File: config.mk
export PLATFORM = sky130hd
export DESIGN_NAME = spdg_prep
export DESIGN_NICKNAME = d
export VERILOG_FILES = /design/src/rtl/spdg_pkg.sv /design/src/rtl/spdg_prep.sv
export SDC_FILE = /design/constraint.sdc
export NUM_CORES = 1
export LEC_CHECK = 0
export ABC_CLOCK_PERIOD_IN_PS = 8000
export BUFFER_PORTS_ARGS = -buffer_cell sky130_fd_sc_hd__buf_4
export CAP_MARGIN = 20
export CORE_ASPECT_RATIO = 1.75
export CORE_MARGIN = 10
export CORE_UTILIZATION = 50
export DETAILED_ROUTE_END_ITERATION = 8
export PLACE_DENSITY = 0.69
export REMOVE_ABC_BUFFERS = 1
export SYNTH_ARGS = -nofsm -noshare
export SYNTH_HDL_FRONTEND = slang
export SYNTH_SLANG_ARGS = --single-unit
export TNS_END_PERCENT = 10
File: constraint.sdc
create_clock -name clk -period 8 [get_ports clk]
set_input_delay 1.6 -clock clk [delete_from_list [all_inputs] [get_ports clk]]
set_output_delay 1.6 -clock clk [all_outputs]
set_load 0.01 [all_outputs]
File: src/rtl/spdg_pkg.sv
// ----------------------------------------------------------------------------
// Source pan and distance gain: shared package
// Widths, lane indexes, register codes and the payload records that travel
// alongside the arithmetic through the pipelined units.
// ----------------------------------------------------------------------------
package spdg_pkg;

    localparam int POS_W   = 24;             // position field width
    localparam int DIFF_W  = POS_W + 1;      // exact source minus listener
    localparam int FWD_W   = 16;             // forward component width
    localparam int SQ_W    = 2 * DIFF_W;     // squared distance width
    localparam int K_W     = 4;              // scale shift width
    localparam int R_W     = 16;             // scaled direction component
    localparam int PROD_W  = 2 * R_W;        // 16 x 16 product
    localparam int NUM_W   = PROD_W + 1;     // pan numerator, signed
    localparam int RAD_W   = 64;             // radicand width
    localparam int ROOT_W  = RAD_W / 2;      // root width
    localparam int D_W     = DIFF_W;         // distance width
    localparam int REF_W   = 23;
    localparam int MAX_W   = 24;
    localparam int ROLL_W  = 16;
    localparam int CFG_W   = 24;             // widest register
    localparam int CIDX_W  = 2;
    localparam int RPROD_W = ROLL_W + D_W;   // rolloff times excess distance
    localparam int Q_W     = 17;             // quotient bits
    localparam int DVD_W   = 47;             // dividend width
    localparam int DVS_W   = RPROD_W + 1;    // divisor width
    localparam int LANES   = 2;
    localparam int LANE_DIST = 0;
    localparam int LANE_PAN  = 1;
    localparam int OUT_W   = 16;

    localparam logic [REF_W-1:0]  REF_FLOOR     = REF_W'(3);
    localparam logic [REF_W-1:0]  REF_DIST_RST  = REF_W'(256);
    localparam logic [MAX_W-1:0]  MAX_DIST_RST  = MAX_W'(25600);
    localparam logic [ROLL_W-1:0] ROLLOFF_RST   = ROLL_W'(256);

    typedef enum logic [CIDX_W-1:0] {
        CFG_REF_DIST = 2'd0,
        CFG_MAX_DIST = 2'd1,
        CFG_ROLLOFF  = 2'd2
    } cfg_idx_t;

    typedef struct packed {
        logic signed [NUM_W-1:0] num;
        logic                    pan_zero;
    } sqrt_pay_t;

    typedef struct packed {
        logic neg;
        logic pan_zero;
        logic far;
    } div_pay_t;

endpackage

File: src/rtl/spdg_prep.sv
// ----------------------------------------------------------------------------
// Source pan and distance gain: divider preparation
// Three register stages that turn the two roots into the dividends and
// divisors of the gain and pan quotients.
// ----------------------------------------------------------------------------
module spdg_prep
    import spdg_pkg::*;
(
    input  logic                          clk,
    input  logic                          rst_n,
    input  logic                          en,
    input  logic [REF_W-1:0]              ref_dist,
    input  logic [MAX_W-1:0]              max_dist,
    input  logic [ROLL_W-1:0]             rolloff,
    input  logic                          in_vld,
    input  logic [LANES-1:0][ROOT_W-1:0]  root,
    input  sqrt_pay_t                     in_pay,
    output logic                          out_vld,
    output logic [LANES-1:0][DVD_W-1:0]   dvd,
    output logic [LANES-1:0][DVS_W-1:0]   dvs,
    output div_pay_t                      out_pay
);

    logic [REF_W-1:0]  r_eff;
    logic [MAX_W-1:0]  m_eff;
    logic [D_W-1:0]    dist_root;
    logic [NUM_W-1:0]  num_mag;

    logic [2:0]         vld_reg;
    logic [D_W-1:0]     e_reg;
    logic [ROOT_W-1:0]  nmag1_reg, nmag2_reg;
    logic [ROOT_W-1:0]  rootp1_reg, rootp2_reg;
    logic [RPROD_W-1:0] rprod_reg;
    div_pay_t           pay1_reg, pay2_reg, pay3_reg;
    logic [LANES-1:0][DVD_W-1:0] dvd_reg;
    logic [LANES-1:0][DVS_W-1:0] dvs_reg;

    // The reference distance has a floor and the maximum never sits below it.
    always_comb
    begin
        r_eff     = (ref_dist < REF_FLOOR) ? REF_FLOOR : ref_dist;
        m_eff     = (max_dist < MAX_W'(r_eff)) ? MAX_W'(r_eff) : max_dist;
        dist_root = root[LANE_DIST][D_W-1:0];
        num_mag   = in_pay.num[NUM_W-1] ? NUM_W'(-in_pay.num) : NUM_W'(in_pay.num);
    end

    always_ff @(posedge clk or negedge rst_n)
    begin
        if (!rst_n)
        begin
            vld_reg <= '0;
        end
        else if (en)
        begin
            vld_reg <= {vld_reg[1:0], in_vld};
        end
    end

    always_ff @(posedge clk)
    begin
        if (en)
        begin
            e_reg             <= (dist_root > D_W'(r_eff)) ? dist_root - D_W'(r_eff) : '0;
            nmag1_reg         <= num_mag[ROOT_W-1:0];
            rootp1_reg        <= root[LANE_PAN];
            pay1_reg.neg      <= in_pay.num[NUM_W-1];
            pay1_reg.pan_zero <= in_pay.pan_zero || (root[LANE_PAN] == '0);
            pay1_reg.far      <= root[LANE_DIST] >= ROOT_W'(m_eff);

            rprod_reg         <= rolloff * e_reg;
            nmag2_reg         <= nmag1_reg;
            rootp2_reg        <= rootp1_reg;
            pay2_reg          <= pay1_reg;

            dvd_reg[LANE_DIST] <= DVD_W'(r_eff) << 24;
            dvs_reg[LANE_DIST] <= (DVS_W'(r_eff) << 8) + DVS_W'(rprod_reg);
            dvd_reg[LANE_PAN]  <= DVD_W'(nmag2_reg) << 15;
            dvs_reg[LANE_PAN]  <= DVS_W'(rootp2_reg);
            pay3_reg           <= pay2_reg;
        end
    end

    assign out_vld = vld_reg[2];
    assign dvd     = dvd_reg;
    assign dvs     = dvs_reg;
    assign out_pay = pay3_reg;

endmodule

; ---- After elaboration in Yosys (flattened, before gate mapping)
; Index checks and enable logic that the tools add are counted.
[op_classes]
magnitude_cmp = 4
muxes = 3
div_mod_pow = 0
shift = 0
reduce_logical = 2
eq_ne = 0
n_bitwise = 0
mul = 1
addsub = 3
[ops]
columns = op, n
row1 = $add 31x41->42, 1
row2 = $mul 16x25->41, 1
row3 = $ge 32x24->1, 1
row4 = $logic_not 32->1, 1
row5 = $mux 32, 1
row6 = $neg 32->32, 1
row7 = $gt 25x23->1, 1
row8 = $sub 25x23->25, 1
row9 = $lt 24x23->1, 1
row10 = $mux 24, 1
row11 = $lt 23x2->1 const B, 1
row12 = $mux 23, 1
row13 = $logic_or 1x1->1, 1
[word_totals]
ff_bits = 335
romBits = 0
ram_bits = 0
memories = 0
output_inout_bits = 182
latchBits = 0

; ---- Longest topological paths before layout
; Gate-level depths: netlist of run 1.
[depth]
depth_word = 5
mapped_depth = 24

; ---- Worst setup path after synthesis of run 1
; Ideal clock, no wire load.
[synth_timing]
kind = input-to-reg
startpoint = in rolloff[6]
endpoint = reg rprod_reg[40], data pin
path_stages = 22
t_required_ns = 7.740
arrival_ns = 7.433
path_slack_ns = 0.307
n_path_buf = 3
path_cell_list = clkbuf_1 clkbuf_1 nand2_1 fa_1 inv_1 fa_1 inv_1 fa_1 fa_1 fa_1 inv_1 fa_1 ha_1 clkbuf_1 nand3_1 nor4_1 o21ai_0 a2111oi_0 nor2_1 o211ai_1 a21oi_1 xnor2_1
[synth_between]
elab_chain_len = 1
[synth_lines]
columns = item, line_no
row1 = start: declaration, spdg_prep.sv:14  ; input logic [ROLL_W-1:0] rolloff,
row2 = $mul 16x25->41, spdg_prep.sv:70  ; rprod_reg <= rolloff * e_reg;
row3 = end signal: assignment, spdg_prep.sv:70
row4 = end: declaration, spdg_prep.sv:33  ; logic [RPROD_W-1:0] rprod_reg;
; Every way passes these cells.
; A chain may end at the register's enable or synchronous reset.

; ---- Worst setup path in the final report of run 1
; Ends and elaborated chain as after synthesis.

==> results of run 1 <==
[metal layers]
| metal | up-vias | global-route usage [%] |
|---|---|---|
| li1 | 8939 | - |
| met5 | - | 0 |
| met4 | 0 | 13.68 |
| met1 | 10110 | 26.14 |
| met2 | 797 | 45.26 |
| met3 | 197 | 3.178 |
[final cells by class]
type	count	area, µm²
clock inverter	18	176.4
tap	702	878.3
timing repair buffer	342	2587
inverter	421	1580
multi-input combinational	1738	15950
clock buffer	38	812.0
fill	4760	23940
sequential	335	10040
[through the flow]
| stage | cell area (µm²) | hold slack (ns) | worst slack, ns | instances |
|---|---|---|---|---|
| after floorplan | 27560 | 0.4003 | 0.9327 | 2494 |
| after global placement | 31040 | 0.4001 | -0.2716 | 3538 |
| after detailed placement | 31040 | 0.4045 | -0.3592 | 3538 |
| after CTS | 32030 | 0.4157 | 0.2213 | 3594 |
| after global routing | 32030 | 0.4210 | 0.08967 | 3594 |
| final | 32030 | 0.4101 | 0.2972 | 3594 |
[cells in the mapped netlist (49+ instances only)]
master and instances:
nand2_1 326, and2_1 147, ha_1 206, nor2_1 78, buf_4 49, o21ai_0 67, edfxtp_1 332, clkbuf_1 104
xnor2_1 85, inv_1 421, fa_1 322, a21oi_1 90
[cell families after synthesis]
logic type / count (synthesis) / share of synthesized area, %
simple gates: 713 / 12.39
compound gates: 307 / 6.962
flops: 335 / 35.69
mux: 29 / 1.058
buf+inv: 576 / 8.336
xor+xnor: 112 / 3.485
fa+ha+maj: 528 / 32.06
other cells: 1 / 0.01332
[path summary, 6_finish.rpt]
kind | start | end
min reg2reg | rootp1_reg[21] | rootp2_reg[21]
min | rootp1_reg[21] | rootp2_reg[21]
min in group asynchronous | rst_n | vld_reg[2]
max | rolloff[6] | rprod_reg[40]
max reg2reg | e_reg[5] | rprod_reg[40]
max in group asynchronous | rst_n | vld_reg[1]
[cells in the final DEF, fill, tap and decap left out, types with 12 or more instances in the layout]
cell	n
clkbuf_16	31
edfxtp_1	332
ha_1	206
nand2b_1	16
nor3_1	20
and2_1	147
conb_1	49
o21ai_0	67
xor2_1	27
buf_4	340
nand2_1	326
nor2_1	78
nor2b_1	18
xnor2_1	85
fa_1	322
a21oi_1	89
nor4_1	16
nand4_1	23
o21bai_1	12
a21o_1	41
nand3_1	20
mux2i_1	23
inv_1	421
[worst max-delay path, cell delays in order]
cell and delay [ns]:
buf_4 0.28, nand2_1 0.15, fa_1 0.61, inv_1 0.07, fa_1 0.54, inv_1 0.06
fa_1 0.51, fa_1 0.44, fa_1 0.55, inv_1 0.06, fa_1 0.48, ha_1 0.33
nand3_1 0.10, nor4_1 0.53, o21ai_0 0.25, buf_4 0.21, a2111oi_1 0.52, buf_4 0.21
nor2_1 0.08, o211ai_1 0.22, a21oi_1 0.11, xnor2_1 0.13
[what timing repair did]
item / 4_1_cts / 5_1_grt
endpoints found under the hold margin: 0 / 0
gates resized for setup: 0 / 1
hold buffers: 0 / 0
endpoints found under the setup margin: 0 / 1
==> reports/qor.json, run 1 <==
{
  "run_status": {"value": "completed"},
  "fp.dieH": {"value": 333.9, "unit": "µm"},
  "critical_path_required": {"value": 8.34, "unit": "ns"},
  "met3WireLength": {"value": 5216, "unit": "µm"},
  "yosys.cell_types.count": {"value": 68},
  "critical_path.startpoint_type": {"value": "input pin"},
  "setup_skew": {"value": 0.02479, "unit": "ns"},
  "yosys_register_bits": {"value": 335},
  "final.period_utilization": {"value": 96.28, "unit": "%"},
  "cp-end-kind": {"value": "flop"},
  "numPortBuffers": {"value": 297},
  "fin_util": {"value": 57.22, "unit": "%"},
  "antenna_cells_inserted": {"value": 0},
  "hold_viol_final": {"value": 0},
  "finalMaxSlewViolations": {"value": 0},
  "place_congestion": {"value": 0.9734},
  "grt_max_degree": {"value": 187},
  "layout_min_cycle_time": {"value": 7.703, "unit": "ns"},
  "clock_tree_from_tritoncts": {"value": "built"},
  "maxSlewHeadroom": {"value": 26.63, "unit": "%"},
  "dieArea": {"value": 0.06655, "unit": "mm²"},
  "holdCritPathClass": {"value": "flop to flop"},
  "syn_to_final_growth": {"value": 13.80, "unit": "%"},
  "timing.hold.worst_path_depth": {"value": 0},
  "tritoncts_num_sinks": {"value": 335},
  "worst_setup_hold_path_clk_slew": {"value": 0.07, "unit": "ns"},
  "die_width": {"value": 199.3, "unit": "µm"},
  "transition_time_at_the_pin_with_the_least_slew_margin": {"value": 1.100, "unit": "ns"},
  "netlist_top_cells_area": {"value": "edfxtp_1 35%, fa_1 23%, ha_1 9.2%, inv_1 5.6%, nand2_1 4.3%"},
  "core_region_area": {"value": 0.05597, "unit": "mm²"},
  "worst_r2r_path_depth": {"value": 21},
  "max_clock_freq": {"value": 129.8, "unit": "MHz"},
  "start_to_end_type_of_the_worst_setup_path": {"value": "input pin to flop"},
  "maxCapViolations": {"value": 0},
  "finalSetupTns": {"value": 0, "unit": "ns"},
  "clock_latency": {"value": 0.59, "unit": "ns"},
  "core.rowCount": {"value": 115},
  "synthDominantCellAreaShare": {"value": 35.42, "unit": "%"},
  "cts-root-buf": {"value": "clkbuf_16"},
  "routed_wirelength": {"value": 83010, "unit": "µm"},
  "drt-initial-drc-count": {"value": 1261},
  "drcViolationCount": {"value": 0},
  "critical_path_peak_fanout": {"value": 25},
  "syn-instance-count": {"value": 2601},
  "routed_wire_length_per_instance": {"value": 23.10, "unit": "µm"},
  "met2_length": {"value": 43780, "unit": "µm"},
  "synth.yosys.seq_area_share": {"value": 35.69, "unit": "%"},
  "number_of_synthesized_flops_with_an_enable_pin": {"value": 332},
  "total_via_count_in_the_routed_design": {"value": 20040},
  "clock_tree.buffer_depth": {"value": 3},
  "number_of_antenna_violations_at_the_first_check_in_global_routing": {"value": 1},
  "total_clock_buffers_created_by_cts": {"value": 30},
  "finalSetupViolations": {"value": 0},
  "overflow": {"value": 0},
  "ys_dominant_reg_cell": {"value": "edfxtp_1"},
  "routed_via_density": {"value": 5.577},
  "first_global_vias": {"value": 21620},
  "drt_pass1_iterations": {"value": 5},
  "share_of_synthesized_registers_carrying_an_async_set_or_reset": {"value": 0.8955, "unit": "%"},
  "highest_routing_layer_actually_used": {"value": "met4"},
  "flip_flop_count_of_the_largest_register_all_copies_and_words_added": {"value": 74},
  "grt_setup_unrepaired": {"value": "false"},
  "dp_hpwl": {"value": 66570, "unit": "µm"},
  "syn_area": {"value": 0.02814, "unit": "mm²"},
  "boundaryPins": {"value": 347},
  "cts_setup_buffers": {"value": 0},
  "globalRouteTotalUtil": {"value": 24.53, "unit": "%"},
  "ant_nets": {"value": 0},
  "finish.net_count": {"value": 3561},
  "routedLengthMet1": {"value": 29080, "unit": "µm"},
  "worst-endpoint-arrival": {"value": 8.04, "unit": "ns"},
  "layout-drive-gt1-share": {"value": 14.35, "unit": "%"},
  "netlist.top_cell.by_area": {"value": "edfxtp_1"},
  "starting_density_of_the_core": {"value": 50.28, "unit": "%"},
  "grt_pass1_wl": {"value": 123000, "unit": "µm"},
  "synthesis.yosys.warnings": {"value": 0},
  "avgSynthCellArea": {"value": 10.82, "unit": "µm²"},
  "regToRegSetupSlack": {"value": 0.52, "unit": "ns"},
  "depth_of_the_cts_h_tree": {"value": 1}
}
Power of run 1 is left out: the tool's default activity adds up to more than one toggle a clock period on the data nets, which glitch-free logic cannot reach.
==> inputs of run 2 (changes only) <==
ABC_CLOCK_PERIOD_IN_PS = 6700   (was 8000)
PLACE_DENSITY = 0.72   (was 0.69)
clock period = 6.7 ns   (was 8 ns; I/O delays follow)
==> run 2 against run 1 <==
Setup slack got worse by 0.21 ns. Non-clock buffer count increased by 146. Flip-flop and latch count unchanged. Cell count increased by 3.9%. Routed wire length decreased by 5.2%. Design area increased by 5.3%. Register-to-register slack got worse by 0.19 ns. First-iteration DRC count decreased by 5.5%. Worst hold slack improved by 0.0033 ns. Via count increased by 2.5%. Sequential share of layout area decreased by 1.6 points. Critical path depth increased by 2. Highest routed layer unchanged.
==> reports/qor.json, run 2 (synthesis results as in run 1) <==
{
  "finalSetupViolations": {"value": 0},
  "cts-root-buf": {"value": "clkbuf_16"},
  "multi_input_comb_area": {"value": 0.01628, "unit": "mm²"},
  "met3WireLength": {"value": 5485, "unit": "µm"},
  "finalNonFillerCells": {"value": 3735},
  "setup_skew": {"value": 0.03421, "unit": "ns"},
  "drt_pass1_iterations": {"value": 5},
  "worst-endpoint-arrival": {"value": 6.92, "unit": "ns"},
  "overflow": {"value": 0},
  "total_clock_buffers_created_by_cts": {"value": 26},
  "layout_min_cycle_time": {"value": 6.618, "unit": "ns"},
  "transition_time_at_the_pin_with_the_least_slew_margin": {"value": 0.7711, "unit": "ns"},
  "critical_path.startpoint_type": {"value": "input pin"},
  "routed_wire_length_per_instance": {"value": 21.07, "unit": "µm"},
  "grt_max_degree": {"value": 138},
  "routedLengthMet1": {"value": 28940, "unit": "µm"},
  "critical_path_peak_fanout": {"value": 12},
  "highest_routing_layer_actually_used": {"value": "met4"},
  "start_to_end_type_of_the_worst_setup_path": {"value": "input pin to flop"},
  "ant_nets": {"value": 0},
  "clock_tree.buffer_depth": {"value": 3},
  "syn_to_final_growth": {"value": 19.78, "unit": "%"},
  "starting_density_of_the_core": {"value": 50.28, "unit": "%"},
  "maxSlewHeadroom": {"value": 48.15, "unit": "%"},
  "finalMaxSlewViolations": {"value": 0},
  "drt-initial-drc-count": {"value": 1192},
  "holdCritPathClass": {"value": "flop to flop"},
  "seq_area": {"value": 0.01004, "unit": "mm²"},
  "hold_viol_final": {"value": 0},
  "fin_util": {"value": 60.23, "unit": "%"},
  "maxCapViolations": {"value": 0},
  "numPortBuffers": {"value": 297},
  "tritoncts_num_sinks": {"value": 335},
  "finish.net_count": {"value": 3703},
  "flip_flop_count_of_the_largest_register_all_copies_and_words_added": {"value": 74},
  "boundaryPins": {"value": 347},
  "die_width": {"value": 199.3, "unit": "µm"},
  "core_region_area": {"value": 0.05597, "unit": "mm²"},
  "run_status": {"value": "completed"},
  "met2_length": {"value": 39720, "unit": "µm"},
  "depth_of_the_cts_h_tree": {"value": 1},
  "place_congestion": {"value": 0.9585},
  "max_clock_freq": {"value": 151.1, "unit": "MHz"},
  "core.rowCount": {"value": 115},
  "fill_cells": {"value": 4462},
  "total_via_count_in_the_routed_design": {"value": 20550},
  "routed_via_density": {"value": 5.503},
  "routed_wirelength": {"value": 78690, "unit": "µm"},
  "globalRouteTotalUtil": {"value": 23.35, "unit": "%"},
  "number_of_antenna_violations_at_the_first_check_in_global_routing": {"value": 5},
  "dp_hpwl": {"value": 64170, "unit": "µm"},
  "grt_setup_unrepaired": {"value": "true"},
  "dieArea": {"value": 0.06655, "unit": "mm²"},
  "worst_setup_hold_path_clk_slew": {"value": 0.07, "unit": "ns"},
  "fp.dieH": {"value": 333.9, "unit": "µm"},
  "final.period_utilization": {"value": 98.77, "unit": "%"},
  "cp-end-kind": {"value": "flop"},
  "critical_path_required": {"value": 7.01, "unit": "ns"},
  "drcViolationCount": {"value": 0},
  "final_cell_mix": {"value": "452 x buf_4, 418 x inv_1, 332 x edfxtp_1, 317 x fa_1, 311 x nand2_1"},
  "clock_tree_from_tritoncts": {"value": "built"},
  "grt_pass1_wl": {"value": 119800, "unit": "µm"},
  "layout_commonest_cell": {"value": "buf_4"},
  "clock_latency": {"value": 0.58, "unit": "ns"},
  "first_global_vias": {"value": 22320},
  "layout-drive-gt1-share": {"value": 20.24, "unit": "%"},
  "place.detailed.instances": {"value": 3666}
}
==> run 2: critical path, cell delays in order <==
cell and delay [ns]:
buf_12 0.11, buf_4 0.11, nand2_1 0.07, fa_1 0.54, inv_1 0.05, fa_1 0.42, fa_1 0.54, inv_1 0.05
fa_1 0.48, inv_1 0.06, fa_1 0.49, fa_1 0.52, ha_4 0.30, buf_4 0.13, nand4_1 0.16, nor2_2 0.18
buf_4 0.14, o21ai_4 0.07, a2111oi_4 0.46, buf_4 0.20, nor2_2 0.04, o211ai_1 0.20, a21oi_1 0.11, xnor2_1 0.14
==> run 2: metrics by stage <==
step                hold WS (ns)  TNS, ns  setup slack (ns)  instance area, µm²
detailed placement        0.4045   -16.78            -1.332               32220
global route              0.4155  -0.1280          -0.04999               33710
global placement          0.4003   -16.42            -1.304               32220
finish                    0.4134        0           0.08229               33710
CTS                       0.4075        0          0.001879               33320
floorplan                 0.4003  -0.2270           -0.1073               27560
==> run 2: path summary, 6_finish.rpt <==
check / cells past startpoint / slack [ns] / startpoint / to
worst max register to register: 24 / 0.33 / e_reg[18] / rprod_reg[40]
worst max-delay path: 24 / 0.08 / rolloff[9] / rprod_reg[40]
min in group asynchronous: 1 / 0.56 / rst_n / vld_reg[0]
worst min register to register: 0 / 0.41 / rootp2_reg[21] / dvs[63]
worst min-delay path: 0 / 0.41 / rootp2_reg[21] / dvs[63]
max in group asynchronous: 1 / 6.04 / rst_n / vld_reg[2]
==> run 2: area by class of cell <==
cell class / count / share of cell area (%)
antenna: 4 / 0.02969
clock buffer: 35 / 2.182
clock inverter: 12 / 0.2821
inverter: 421 / 4.688
multi-input combinational: 1738 / 48.28
sequential: 335 / 29.80
tap: 702 / 2.605
timing repair buffer: 488 / 12.13
==> run 2: repair_timing <==
item / in CTS / in global routing
endpoints found under the setup margin: 14 / 12
gates cloned: 0 / 1
buffers inserted: 8 / 9
hold buffers: 0 / 0
gates resized for setup: 38 / 76
pin swaps: 11 / 59
==> run 2: per-layer routing <==
layer  GRT usage (%)  vias up
li1                -     9232
met1           26.22    10180
met3           3.319      244
met2           41.27      895
met5               0        -
met4           13.29        0
Power of run 2 is left out for the same reason.
